$ cat src/design/earenv_pkg.sv
// Shared definitions for the exponential attack/release envelope:
// request and gate codes, register map, default fixed-point format and reset values.
// No dependencies.
package earenv_pkg;

    // Fixed-point fraction bits of the default format (1.0 = 2^FRAC_BITS_DEF)
    localparam int FRAC_BITS_DEF = 23;

    // APB address bits: four 32-bit registers at byte offsets 0, 4, 8, 12
    localparam int ADDR_W = 4;
    localparam int DATA_W = 32;

    // Reset values given in the default Q1.23 format
    localparam int                RST_REF_FRAC       = 23;
    localparam longint unsigned   ATTACK_MULT_RST    = 64'd8300000;
    localparam longint unsigned   ATTACK_ADD_RST     = 64'd100000;
    localparam longint unsigned   RELEASE_MULT_RST   = 64'd8300000;
    localparam longint unsigned   RELEASE_SCALE_RMAG = 64'd100000;  // value is negative

    typedef enum logic {
        REQ_TICK = 1'b0,
        REQ_GATE = 1'b1
    } t_req_type;

    typedef enum logic [1:0] {
        GATE_OFF     = 2'd0,
        GATE_ON      = 2'd1,
        GATE_ON_ZERO = 2'd2
    } t_gate_code;

    typedef enum logic [1:0] {
        REG_ATTACK_MULT   = 2'd0,
        REG_ATTACK_ADD    = 2'd1,
        REG_RELEASE_MULT  = 2'd2,
        REG_RELEASE_SCALE = 2'd3
    } t_reg_idx;

    // Rescale a Q1.23 reset constant to another fraction width
    function automatic longint unsigned rst_scale(input longint unsigned v, input int frac);
        if (frac >= RST_REF_FRAC) begin
            return v << (frac - RST_REF_FRAC);
        end else begin
            return v >> (RST_REF_FRAC - frac);
        end
    endfunction

endpackage

$ cat src/design/earenv_req_if.sv
// Request channel of the envelope: valid/ready plus one input item
// (request type and gate code). Uses earenv_pkg for the field types.
interface earenv_req_if;
    logic                   valid;
    logic                   ready;
    earenv_pkg::t_req_type  req_type;
    logic [1:0]             gate_code;

    modport source (output valid, output req_type, output gate_code, input ready);
    modport sink   (input valid, input req_type, input gate_code, output ready);
endinterface

$ cat src/design/earenv_lvl_if.sv
// Result channel of the envelope: valid/ready plus the level of one item.
// Width follows the fixed-point format from earenv_pkg.
interface earenv_lvl_if #(
    parameter int LEVEL_W = earenv_pkg::FRAC_BITS_DEF + 1
);
    logic               valid;
    logic               ready;
    logic [LEVEL_W-1:0] level;

    modport source (output valid, output level, input ready);
    modport sink   (input valid, input level, output ready);
endinterface

$ cat src/design/earenv_cfg_regs.sv
// APB configuration registers of the envelope: attack/release coefficients.
// Depends on earenv_pkg for the register map and reset values.
module earenv_cfg_regs #(
    parameter int FRAC_BITS = earenv_pkg::FRAC_BITS_DEF
) (
    input  logic                          i_clk,
    input  logic                          i_rst_n,
    input  logic                          psel,
    input  logic                          penable,
    input  logic                          pwrite,
    input  logic [earenv_pkg::ADDR_W-1:0] paddr,
    input  logic [earenv_pkg::DATA_W-1:0] pwdata,
    output logic [earenv_pkg::DATA_W-1:0] prdata,
    output logic                          pready,
    output logic [FRAC_BITS-1:0]          o_attack_mult,
    output logic [FRAC_BITS-1:0]          o_attack_add,
    output logic [FRAC_BITS-1:0]          o_release_mult,
    output logic signed [FRAC_BITS:0]     o_release_scale
);

    localparam logic [FRAC_BITS-1:0] AM_RST =
        FRAC_BITS'(earenv_pkg::rst_scale(earenv_pkg::ATTACK_MULT_RST, FRAC_BITS));
    localparam logic [FRAC_BITS-1:0] AA_RST =
        FRAC_BITS'(earenv_pkg::rst_scale(earenv_pkg::ATTACK_ADD_RST, FRAC_BITS));
    localparam logic [FRAC_BITS-1:0] RM_RST =
        FRAC_BITS'(earenv_pkg::rst_scale(earenv_pkg::RELEASE_MULT_RST, FRAC_BITS));
    localparam logic [FRAC_BITS:0] RS_RST =
        (FRAC_BITS+1)'(64'd0 - earenv_pkg::rst_scale(earenv_pkg::RELEASE_SCALE_RMAG, FRAC_BITS));

    logic                     wr_en;
    earenv_pkg::t_reg_idx     reg_idx;
    logic [FRAC_BITS-1:0]     r_attack_mult;
    logic [FRAC_BITS-1:0]     r_attack_add;
    logic [FRAC_BITS-1:0]     r_release_mult;
    logic [FRAC_BITS:0]       r_release_scale;

    assign pready  = 1'b1;
    assign wr_en   = psel && penable && pwrite && pready;
    assign reg_idx = earenv_pkg::t_reg_idx'(paddr[3:2]);

    always_ff @(posedge i_clk) begin
        if (!i_rst_n) begin
            r_attack_mult   <= AM_RST;
            r_attack_add    <= AA_RST;
            r_release_mult  <= RM_RST;
            r_release_scale <= RS_RST;
        end else if (wr_en) begin
            case (reg_idx)
                earenv_pkg::REG_ATTACK_MULT:   r_attack_mult   <= pwdata[FRAC_BITS-1:0];
                earenv_pkg::REG_ATTACK_ADD:    r_attack_add    <= pwdata[FRAC_BITS-1:0];
                earenv_pkg::REG_RELEASE_MULT:  r_release_mult  <= pwdata[FRAC_BITS-1:0];
                earenv_pkg::REG_RELEASE_SCALE: r_release_scale <= pwdata[FRAC_BITS:0];
                default: ;
            endcase
        end
    end

    always_comb begin
        case (reg_idx)
            earenv_pkg::REG_ATTACK_MULT:
                prdata = earenv_pkg::DATA_W'(r_attack_mult);
            earenv_pkg::REG_ATTACK_ADD:
                prdata = earenv_pkg::DATA_W'(r_attack_add);
            earenv_pkg::REG_RELEASE_MULT:
                prdata = earenv_pkg::DATA_W'(r_release_mult);
            earenv_pkg::REG_RELEASE_SCALE:
                prdata = earenv_pkg::DATA_W'($signed(r_release_scale));
            default:
                prdata = '0;
        endcase
    end

    assign o_attack_mult   = r_attack_mult;
    assign o_attack_add    = r_attack_add;
    assign o_release_mult  = r_release_mult;
    assign o_release_scale = $signed(r_release_scale);

endmodule

$ cat src/design/exp_attack_release_envelope.sv
// Gated exponential attack/release envelope, top level.
// Depends on earenv_pkg, earenv_req_if, earenv_lvl_if and earenv_cfg_regs.
//
// Usage:
//   i_req carries items: a sample tick (req_type = REQ_TICK) or a gate event
//   (req_type = REQ_GATE with gate_code off / on / on-with-zero). Gate events
//   produce no result; each tick produces one item on o_lvl holding the
//   level before that tick's update (Q1.FRAC_BITS, full scale = 2^FRAC_BITS).
//   Coefficients are written over the APB port (registers at 0x0, 0x4, 0x8,
//   0xC); pready is always high. The user must write them only while the
//   block is idle; the block itself does not enforce this. An accepted item
//   waits in the input register until it advances into the state/output
//   registers. Throughput: one item per cycle unless a tick waits on a
//   stalled o_lvl; each item takes one pass through the multiply-add-clamp
//   between the input register and the state/output registers.
//   When o_lvl stalls, the finished level waits in the output register and
//   one more item is held in the input register; gate events keep flowing
//   past a stalled result. i_req.ready drops only once both are full.
//   Reset (synchronous, active low) clears level, gate and release offset,
//   empties both registers and loads the default coefficients.
module exp_attack_release_envelope #(
    parameter int FRAC_BITS = earenv_pkg::FRAC_BITS_DEF
) (
    input  logic                          i_clk,
    input  logic                          i_rst_n,
    earenv_req_if.sink                    i_req,
    earenv_lvl_if.source                  o_lvl,
    input  logic                          psel,
    input  logic                          penable,
    input  logic                          pwrite,
    input  logic [earenv_pkg::ADDR_W-1:0] paddr,
    input  logic [earenv_pkg::DATA_W-1:0] pwdata,
    output logic [earenv_pkg::DATA_W-1:0] prdata,
    output logic                          pready
);

    localparam int LW = FRAC_BITS + 1;            // level width, holds 1.0
    localparam logic [LW-1:0] ONE = {1'b1, {FRAC_BITS{1'b0}}};

    logic [FRAC_BITS-1:0]      attack_mult;
    logic [FRAC_BITS-1:0]      attack_add;
    logic [FRAC_BITS-1:0]      release_mult;
    logic signed [FRAC_BITS:0] release_scale;

    earenv_cfg_regs #(
        .FRAC_BITS (FRAC_BITS)
    ) u_cfg (
        .i_clk           (i_clk),
        .i_rst_n         (i_rst_n),
        .psel            (psel),
        .penable         (penable),
        .pwrite          (pwrite),
        .paddr           (paddr),
        .pwdata          (pwdata),
        .prdata          (prdata),
        .pready          (pready),
        .o_attack_mult   (attack_mult),
        .o_attack_add    (attack_add),
        .o_release_mult  (release_mult),
        .o_release_scale (release_scale)
    );

    // Input register
    logic                   r_in_vld;
    earenv_pkg::t_req_type  r_in_type;
    logic [1:0]             r_in_code;

    // Envelope state
    logic [LW-1:0]          r_level;
    logic [LW-1:0]          n_level;
    logic                   r_gate;
    logic                   n_gate;
    logic signed [LW:0]     r_offset;
    logic signed [LW:0]     n_offset;

    // Output register
    logic                   r_out_vld;
    logic [LW-1:0]          r_out_level;

    logic                   advance;
    logic                   is_tick;

    assign is_tick = (r_in_type == earenv_pkg::REQ_TICK);
    assign advance = r_in_vld && (!is_tick || !r_out_vld || o_lvl.ready);
    assign i_req.ready = !r_in_vld || advance;

    always_ff @(posedge i_clk) begin
        if (!i_rst_n) begin
            r_in_vld <= 1'b0;
        end else if (i_req.ready) begin
            r_in_vld <= i_req.valid;
        end
    end

    always_ff @(posedge i_clk) begin
        if (i_req.valid && i_req.ready) begin
            r_in_type <= i_req.req_type;
            r_in_code <= i_req.gate_code;
        end
    end

    // Attack step: level*attack_mult >> F + attack_add, clamped at 1.0
    logic [2*FRAC_BITS:0]   atk_prod;
    logic [LW:0]            atk_sum;
    logic [LW-1:0]          atk_level;

    assign atk_prod = r_level * attack_mult;
    assign atk_sum  = {1'b0, atk_prod[2*FRAC_BITS:FRAC_BITS]} + {2'b00, attack_add};

    always_comb begin
        if (r_level >= ONE || atk_sum >= {1'b0, ONE}) begin
            atk_level = ONE;
        end else begin
            atk_level = atk_sum[LW-1:0];
        end
    end

    // Release step: level*release_mult >> F + offset, clamped to [0, 1.0]
    logic [2*FRAC_BITS:0]   rel_prod;
    logic signed [LW+1:0]   rel_sum;
    logic [LW-1:0]          rel_level;

    assign rel_prod = r_level * release_mult;
    assign rel_sum  = $signed({2'b00, rel_prod[2*FRAC_BITS:FRAC_BITS]})
                      + $signed({r_offset[LW], r_offset});

    always_comb begin
        if (r_level == '0 || rel_sum[LW+1] || rel_sum == '0) begin
            rel_level = '0;
        end else if (rel_sum[LW:0] > {1'b0, ONE}) begin
            rel_level = ONE;
        end else begin
            rel_level = rel_sum[LW-1:0];
        end
    end

    // Release offset at gate-off: sign(scale) * ((level * |scale|) >> F)
    logic [LW-1:0]          scale_mag;
    logic [2*LW-1:0]        off_prod;
    logic [LW:0]            off_mag;
    logic signed [LW:0]     off_new;

    assign scale_mag = release_scale[FRAC_BITS] ? LW'(-release_scale) : LW'(release_scale);
    assign off_prod  = r_level * scale_mag;
    assign off_mag   = off_prod[2*LW-1:FRAC_BITS];
    assign off_new   = release_scale[FRAC_BITS] ? -$signed(off_mag) : $signed(off_mag);

    always_comb begin
        n_level  = r_level;
        n_gate   = r_gate;
        n_offset = r_offset;
        if (advance) begin
            if (is_tick) begin
                n_level = r_gate ? atk_level : rel_level;
            end else begin
                case (earenv_pkg::t_gate_code'(r_in_code))
                    earenv_pkg::GATE_OFF: begin
                        if (r_gate) begin
                            n_gate   = 1'b0;
                            n_offset = off_new;
                        end
                    end
                    earenv_pkg::GATE_ON_ZERO: begin
                        n_gate  = 1'b1;
                        n_level = '0;
                    end
                    earenv_pkg::GATE_ON: begin
                        n_gate = 1'b1;
                    end
                    default: begin
                        // unused code acts as a plain gate-on
                        n_gate = 1'b1;
                    end
                endcase
            end
        end
    end

    always_ff @(posedge i_clk) begin
        if (!i_rst_n) begin
            r_level  <= '0;
            r_gate   <= 1'b0;
            r_offset <= '0;
        end else begin
            r_level  <= n_level;
            r_gate   <= n_gate;
            r_offset <= n_offset;
        end
    end

    always_ff @(posedge i_clk) begin
        if (!i_rst_n) begin
            r_out_vld <= 1'b0;
        end else if (advance && is_tick) begin
            r_out_vld <= 1'b1;
        end else if (o_lvl.ready) begin
            r_out_vld <= 1'b0;
        end
    end

    always_ff @(posedge i_clk) begin
        if (advance && is_tick) begin
            r_out_level <= r_level;
        end
    end

    assign o_lvl.valid = r_out_vld;
    assign o_lvl.level = r_out_level;

endmodule

$ cat src/flat_wrapper.sv
// flat-port wrapper written by rule: the top's interface ports become plain ports
module exp_attack_release_envelope_flat 
#(
    parameter int FRAC_BITS = earenv_pkg::FRAC_BITS_DEF
)
  (i_clk, i_rst_n, psel, penable, pwrite, paddr, pwdata, prdata, pready, i_req_valid, i_req_req_type, i_req_gate_code, i_req_ready, o_lvl_valid, o_lvl_level, o_lvl_ready);
  earenv_req_if i_req_i ();
  earenv_lvl_if o_lvl_i ();
  input  logic i_clk;
  input  logic i_rst_n;
  input  logic psel;
  input  logic penable;
  input  logic pwrite;
  input  logic [earenv_pkg::ADDR_W-1:0] paddr;
  input  logic [earenv_pkg::DATA_W-1:0] pwdata;
  output logic [earenv_pkg::DATA_W-1:0] prdata;
  output logic pready;
  input wire logic [$bits(i_req_i.valid)-1:0] i_req_valid;
  input wire logic [$bits(i_req_i.req_type)-1:0] i_req_req_type;
  input wire logic [$bits(i_req_i.gate_code)-1:0] i_req_gate_code;
  output wire logic [$bits(i_req_i.ready)-1:0] i_req_ready;
  output wire logic [$bits(o_lvl_i.valid)-1:0] o_lvl_valid;
  output wire logic [$bits(o_lvl_i.level)-1:0] o_lvl_level;
  input wire logic [$bits(o_lvl_i.ready)-1:0] o_lvl_ready;
  assign i_req_i.valid = i_req_valid;
  assign i_req_i.req_type = i_req_req_type;
  assign i_req_i.gate_code = i_req_gate_code;
  assign i_req_ready = i_req_i.ready;
  assign o_lvl_valid = o_lvl_i.valid;
  assign o_lvl_level = o_lvl_i.level;
  assign o_lvl_i.ready = o_lvl_ready;
  exp_attack_release_envelope #(.FRAC_BITS(FRAC_BITS)) u_core (.i_clk(i_clk), .i_rst_n(i_rst_n), .i_req(i_req_i), .o_lvl(o_lvl_i), .psel(psel), .penable(penable), .pwrite(pwrite), .paddr(paddr), .pwdata(pwdata), .prdata(prdata), .pready(pready));
endmodule
$ cat config.mk
export PLATFORM = sky130hd
export DESIGN_NAME = exp_attack_release_envelope_flat
export DESIGN_NICKNAME = d
export VERILOG_FILES = /design/src/design/earenv_pkg.sv /design/src/design/earenv_req_if.sv /design/src/design/earenv_lvl_if.sv /design/src/design/earenv_cfg_regs.sv /design/src/design/exp_attack_release_envelope.sv /design/src/flat_wrapper.sv
export SDC_FILE = /design/constraint.sdc
export NUM_CORES = 2
export LEC_CHECK = 0
export BUFFER_PORTS_ARGS = -buffer_cell sky130_fd_sc_hd__buf_2
export CAP_MARGIN = 20
export CELL_PAD_IN_SITES_DETAIL_PLACEMENT = 1
export CELL_PAD_IN_SITES_GLOBAL_PLACEMENT = 2
export CORE_ASPECT_RATIO = 1.4
export CORE_MARGIN = 4
export CORE_UTILIZATION = 46
export CTS_BUF_LIST = sky130_fd_sc_hd__clkbuf_8
export DETAILED_ROUTE_END_ITERATION = 7
export PLACE_DENSITY = 0.91
export SETUP_SLACK_MARGIN = 0.4
export SLEW_MARGIN = 20
export SYNTH_ARGS = -nofsm -noshare
export SYNTH_HDL_FRONTEND = slang
export SYNTH_SLANG_ARGS = --single-unit
$ cat constraint.sdc
create_clock -name i_clk -period 18.3 [get_ports i_clk]
set_input_delay 2.745 -clock i_clk [delete_from_list [all_inputs] [get_ports i_clk]]
set_output_delay 2.745 -clock i_clk [all_outputs]
set_load 0.02 [all_outputs]
# Word level (Yosys, flattened, before mapping)
# Cells that the tools add are included.
# classes
add_sub_neg	4
multipliers	3
div_mod_pow	0
n_lt_le_gt_ge	3
n_eq_ne	5
shifts	0
muxes	12
n_bitwise	1
n_reduce_logical	25
# op_table
operator	count
24-bit 2-to-1 mux	7
32-bit case mux with 4 select lines	1
24-bit by 23-bit multiplier with 47-bit output	2
24-bit by 24-bit multiplier with 48-bit output	1
25-bit by 25-bit adder with 26-bit output	1
26-bit logical NOT	1
24-bit by 23-bit adder with 25-bit output	1
25-bit by 24-bit greater-or-equal comparator with 1-bit output, second input constant	1
25-bit by 24-bit > comparator with 1-bit output, second input constant	1
25-bit 2-to-1 mux	1
25-bit negator	1
24-bit greater-or-equal comparator, second input constant	1
24-bit logical NOT	1
24-bit negator	1
2-bit AND reduction	6
2-bit equality test, second input constant	3
1-bit logical OR	6
1-bit logical AND	5
2-bit logical NOT	2
4-bit AND reduction	1
1-bit 2-to-1 mux	3
2-bit by 1-bit equality test with 1-bit output, second input constant	1
1-bit logical NOT	2
2-bit != test, second input constant	1
other kinds (2)	2
# totals
register_bits	172
latch_bits	0
ramBits	0
rom_bits	0
output_inout_bits	59
n_memories	0

# Logic depth before layout (Yosys ltp)
# depth
ltp_word	7
depth_mapped	43
mapped_depth_nobuf	39

# Hierarchy
# From an unflattened synthesis, not the netlist that was laid out.
# hier_totals
cells_unflattened	7210
area_unflattened_um2	63801.2
# by_module_without_submodules
mod	instances	cells_per_inst	area_per_inst_um2	seq_area_each_um2
exp_attack_release_envelope	1	6801	59489.6	1851.8
earenv_cfg_regs	1	409	4311.6	1861.8

# Worst setup path after synthesis
# OpenSTA, ideal clock, no wires.
# synth_timing
path_type	reg2reg
startpoint	register u_core.u_cfg.r_release_scale[3] (netlist: u_core.u_cfg.o_release_scale[3])
endpoint	register u_core.r_offset[24]
setup_ps	74
t_arrival_ps	9761
t_required_ps	18226
slack_ps	8465
stages_incl_launch_ff	32
n_path_buf	1
period_less_slack_ps	9835
path_cell_list	dfxtp_1 or4_1 nor4_1 nand2b_1 or3_1 or4_1 nand2b_1 nand2_1 xor2_1 clkbuf_1 nor2b_1 fa_1 inv_1 fa_1 fa_1 fa_1 fa_1 fa_1 inv_1 fa_1 ha_1 a21oi_4 o211ai_2 or4_4 nor4_4 nor4_2 or3_4 a221oi_4 o2111ai_2 or2_0 or4b_1 a31oi_1
# synth_via
elab_chain_len	5
# synth_lines
item	line_no	text
start, declared	earenv_cfg_regs.sv:35	logic [FRAC_BITS:0] r_release_scale;
start signal, assigned	earenv_cfg_regs.sv:52	earenv_pkg::REG_RELEASE_SCALE: r_release_scale <= pwdata[FRAC_BITS:0];
24-bit negator	exp_attack_release_envelope.sv:143	assign scale_mag = release_scale[FRAC_BITS] ? LW'(-release_scale) : LW'(release_scale);
24-bit 2-to-1 mux *	exp_attack_release_envelope.sv:143	
24-bit by 24-bit multiplier with 48-bit output *	exp_attack_release_envelope.sv:144	assign off_prod = r_level * scale_mag;
25-bit negator	exp_attack_release_envelope.sv:146	assign off_new = release_scale[FRAC_BITS] ? -$signed(off_mag) : $signed(off_mag);
25-bit 2-to-1 mux *	exp_attack_release_envelope.sv:146	
end signal, assigned	exp_attack_release_envelope.sv:187	r_offset <= n_offset;
end, declared	exp_attack_release_envelope.sv:73	logic signed [LW:0] r_offset;
# Every way passes the cells marked *; elsewhere a longest branch is shown, timed or not.
# A chain may end at the register's enable or synchronous reset.

# Worst setup path in the final report
# layout_timing
startpoint	register u_core.r_level[7]
endpoint	register u_core.r_level[17]
# layout_via
elab_chain_len	7
# layout_lines
item	line_no	text
start, declared	exp_attack_release_envelope.sv:69	logic [LW-1:0] r_level;
start signal, assigned	exp_attack_release_envelope.sv:185	r_level <= n_level;
24-bit by 23-bit multiplier with 47-bit output (on tied branches)	exp_attack_release_envelope.sv:123, exp_attack_release_envelope.sv:107	
25-bit by 25-bit adder with 26-bit output or 24-bit by 23-bit adder with 25-bit output (tied branches)	exp_attack_release_envelope.sv:125, exp_attack_release_envelope.sv:108	
25-bit by 24-bit > comparator with 1-bit output (tied with other cells)	exp_attack_release_envelope.sv:130	end else if (rel_sum[LW:0] > {1'b0, ONE}) begin
24-bit 2-to-1 mux (tied with other cells)	exp_attack_release_envelope.sv:130	
24-bit 2-to-1 mux (on tied branches)	exp_attack_release_envelope.sv:128, exp_attack_release_envelope.sv:111	
24-bit 2-to-1 mux *	exp_attack_release_envelope.sv:154	n_level = r_gate ? atk_level : rel_level;
24-bit 2-to-1 mux *	exp_attack_release_envelope.sv:153	if (is_tick) begin
# Marks and branches as above.

==> impl_metrics.tcl <==
set metrics [dict create \
    outcome "completed" \
    fillers 15941 \
    wl_mm 201.9 \
    setup_viol_count_final 0 \
    synth_area_leaders "fa_1, ha_1, inv_1" \
    syn_area_per_cell_sq_um 8.763 \
    die_w_um 320.8 \
    cts_tree "built" \
    synth_cells 7189 \
    synthesis.nets 9196 \
    drive_gt1_share_pct 5.039 \
    drt_iter0_markers 2506 \
    via_count 49323 \
    areaGrowthSynthToFinish_pct 4.409 \
    hold_start "u_core.u_cfg.o_release_mult[22]$_SDFFE_PN1P_" \
    worstSetupPathType "flop to flop" \
    period_needed_ns 12.69 \
    core_sq_um 135900 \
    avgRoutedWirePerCell_um 22.95 \
    dp.final_hpwl_mm 155.4 \
    die-area_sq_um 143000 \
    max_freq_mhz 78.82 \
    cts-buffers-inserted 17 \
    synth.ff_latch_count 172 \
    cp.arrival_ns 13.14 \
    cts_buffer_depth 2 \
    synth-edff-count 27 \
    post_cts_buffers 0 \
    min_path_type "flop to flop" \
    grt_max_degree 70 \
    cp_top_family "compound AO/OA/AOI/OAI gates" \
    vias_per_cell 5.606 \
    fin_tns_setup_ns 0 \
    boundaryPins 105 \
    report.final.slew_viol_count 0 \
    cp-start-kind "flop" \
    max_cap_violations 0 \
    r2r_cells 36 \
    yosysTopAreaCell "fa_1" \
    hold_viol 0 \
    ys_seq_area_share_pct 5.895 \
    fin_hold_ws_ns 0.4766 \
    htreeDepth 4 \
    critPathSlowestCell "dfxtp_2" \
    antenna_left 0 \
    row_count 160 \
    start_util_pct 46.35 \
    p_per_area_nw_per_um2 14.93 \
    syn_area_sq_um 63000 \
    r2r_end "u_core.r_level[17]$_SDFFE_PN0P_" \
    r2r_start "u_core.r_level[7]$_SDFFE_PN0P_" \
    grt_overflow_total 0 \
    ys.flop_type "dfxtp_1" \
    hold-path-endpoint "u_core.u_cfg.o_release_mult[22]$_SDFFE_PN1P_" \
    critPathCaptureType "flop" \
    root_buffer "clkbuf_8" \
    die_h_um 445.9 \
    max_stage_delay_ns 0.97 \
    antenna_found_initial 15 \
    hold_buffers 0 \
    p_leak_nw 32.51 \
    hold_path_depth 2 \
    final_nets 8999 \
    cp_max_fo 45 \
    reg2reg_slack_ns 5.61 \
    globalplace.congestion 0.8844 \
    cts.sinks 172 \
    insertion_delay_ns 0.62 \
    cts_resized 0 \
    clk_pin_slew_ns 0.12 \
    cpMostUsedCell "fa_1" \
    grt_pass1_vias 56881 \
    synth.yosys.warnings 0 \
    drt_first_pass_iters 5 \
    path_buf_inv 6 \
    relSlewSlack_pct 24.42 \
    grt_pass1_wl_mm 320.2 \
    ys_types 98 \
    synth_top_area_share_pct 44.46 \
    rsz0062_at_grt "false" \
    skew_ns 0.03238 \
    crit_required_ns 18.75 \
    io_buffers 93 \
    tightest_slew_ns 1.134 \
    async_flop_share_pct 0 \
    drc 0 \
    finalCritPeriodShare_pct 69.33 \
    irDropWorstVdd_mv 0.06508 \
    grt.total_usage_pct 29.08 \
]
cell families after synthesis:
| logic type | after synthesis | share of synthesized area [%] |
|---|---|---|
| and+or+nand+nor | 2360 | 17.82 |
| adders and majority gates | 1961 | 55.62 |
| buffers and inverters | 1946 | 11.71 |
| AOI/OAI and AO/OA | 575 | 6.020 |
| DFF | 172 | 5.895 |
| xor gates and xnor gates | 145 | 2.016 |
| muxes | 29 | 0.9215 |
| other | 1 | 0.005952 |
per-stage QoR:
step	setup WS, ns	area (sq um)	cells	util (%)	total power [W]
floorplan	8.465	63000	7189	-	0.0005553
global placement	6.173	65280	8755	48.03	0.0006431
detailed placement	5.983	65280	8755	48.03	0.0006521
CTS	5.898	65750	8787	48.37	0.0009886
global route	5.026	65760	8789	48.37	0.001023
finish	5.613	65780	8798	48.39	0.0009822
synthesized netlist by cell type, types with 15 or more instances:
| library cell | number |
|---|---|
| nand4_1 | 33 |
| o211ai_1 | 15 |
| a21oi_1 | 172 |
| xnor2_1 | 99 |
| nor3_1 | 41 |
| a21o_1 | 81 |
| xor2_1 | 46 |
| nor2_1 | 106 |
| a211oi_1 | 17 |
| nand2b_1 | 28 |
| nand3_1 | 82 |
| a31oi_1 | 16 |
| edfxtp_1 | 27 |
| mux4_2 | 23 |
| clkbuf_1 | 391 |
| o31ai_1 | 18 |
| fa_1 | 1399 |
| a32oi_1 | 19 |
| and2_1 | 578 |
| nand2_1 | 1289 |
| or3_1 | 21 |
| o21ai_0 | 111 |
| inv_1 | 1525 |
| dfxtp_1 | 145 |
| nor2b_1 | 109 |
| o21a_1 | 24 |
| ha_1 | 562 |
routing by layer:
metal	routed length [um]	GRT usage, %
met1	73110	33.08
met2	103700	52.61
met3	10270	3.294
met4	14820	17.15
met5	23	0
state kept, by name (all words and copies together) (netlist names):
| register | count |
|---|---|
| u_core.u_cfg.o_release_mult | 23 |
| u_core.u_cfg.o_release_scale | 24 |
| u_core.u_cfg.o_attack_add | 23 |
| u_core.u_cfg.o_attack_mult | 23 |
| u_core.r_gate | 1 |
| u_core.o_lvl.level | 24 |
| u_core.r_in_code | 2 |
| u_core.r_in_type | 1 |
| u_core.o_lvl.valid | 1 |
| u_core.r_in_vld | 1 |
| u_core.r_offset | 25 |
| u_core.r_level | 24 |
power by group:
part	switching [W]	total [W]	leakage (nW)	internal, W
logic	0.000168	0.000247	30.8	0.0000792
registers	0.0000106	0.000399	1.45	0.000388
clock network	0.000221	0.000337	0.229	0.000115
total	0.000400	0.000982	32.5	0.000583
worst max-delay path by stage:
stage / from / end / slack (ns) / cells past startpoint
finish: u_core.r_level[7]$_SDFFE_PN0P_ / u_core.r_level[17]$_SDFFE_PN0P_ / 5.61 / 36
global route: u_core.r_level[7]$_SDFFE_PN0P_ / u_core.r_level[17]$_SDFFE_PN0P_ / 5.03 / 38
CTS: u_core.r_level[7]$_SDFFE_PN0P_ / u_core.r_level[17]$_SDFFE_PN0P_ / 5.90 / 36
detailed placement: u_core.r_level[7]$_SDFFE_PN0P_ / u_core.r_level[17]$_SDFFE_PN0P_ / 5.98 / 38
global placement: u_core.r_level[7]$_SDFFE_PN0P_ / u_core.r_level[17]$_SDFFE_PN0P_ / 6.17 / 36
floorplan: u_core.u_cfg.o_release_scale[3]$_SDFFE_PN0P_ / u_core.r_offset[24]$_SDFFE_PN0P_ / 8.46 / 31
worst reg2reg max path: cells and delay by family (launching register included):
family	cells	cell delay [ns]
DFF	1	0.97
xor gates and xnor gates	1	0.18
buffers and inverters	6	1.08
AOI/OAI and AO/OA	17	5.73
adders and majority gates	9	4.01
and+or+nand+nor	3	0.57
cell usage in the layout (no fill, tap or decap), types with 28 or more instances in the layout:
master	n
and2_1	578
nor2_1	105
xor2_1	43
ha_1	562
nand3_1	82
nor2b_1	109
nand2b_1	28
nor3_1	40
o21ai_0	111
nand4_1	33
a21oi_1	171
fa_1	1399
buf_4	110
nand2_1	1288
buf_2	93
dfxtp_1	121
xnor2_1	81
inv_1	1525
a21o_1	81
cell type report:
type,instances,area (sq um),share of cell area (%)
multi-input cells,5071,52260,79.44
inverters,1526,5728,8.708
flip-flops and latches,172,3759,5.714
well taps,1782,2230,3.390
repair buffers,204,1311,1.993
clock buffers,17,234.0,0.3557
clock inverters,15,232.7,0.3538
diodes,11,27.53,0.04185
No activity file was read; power rests on OpenSTA's default activity.
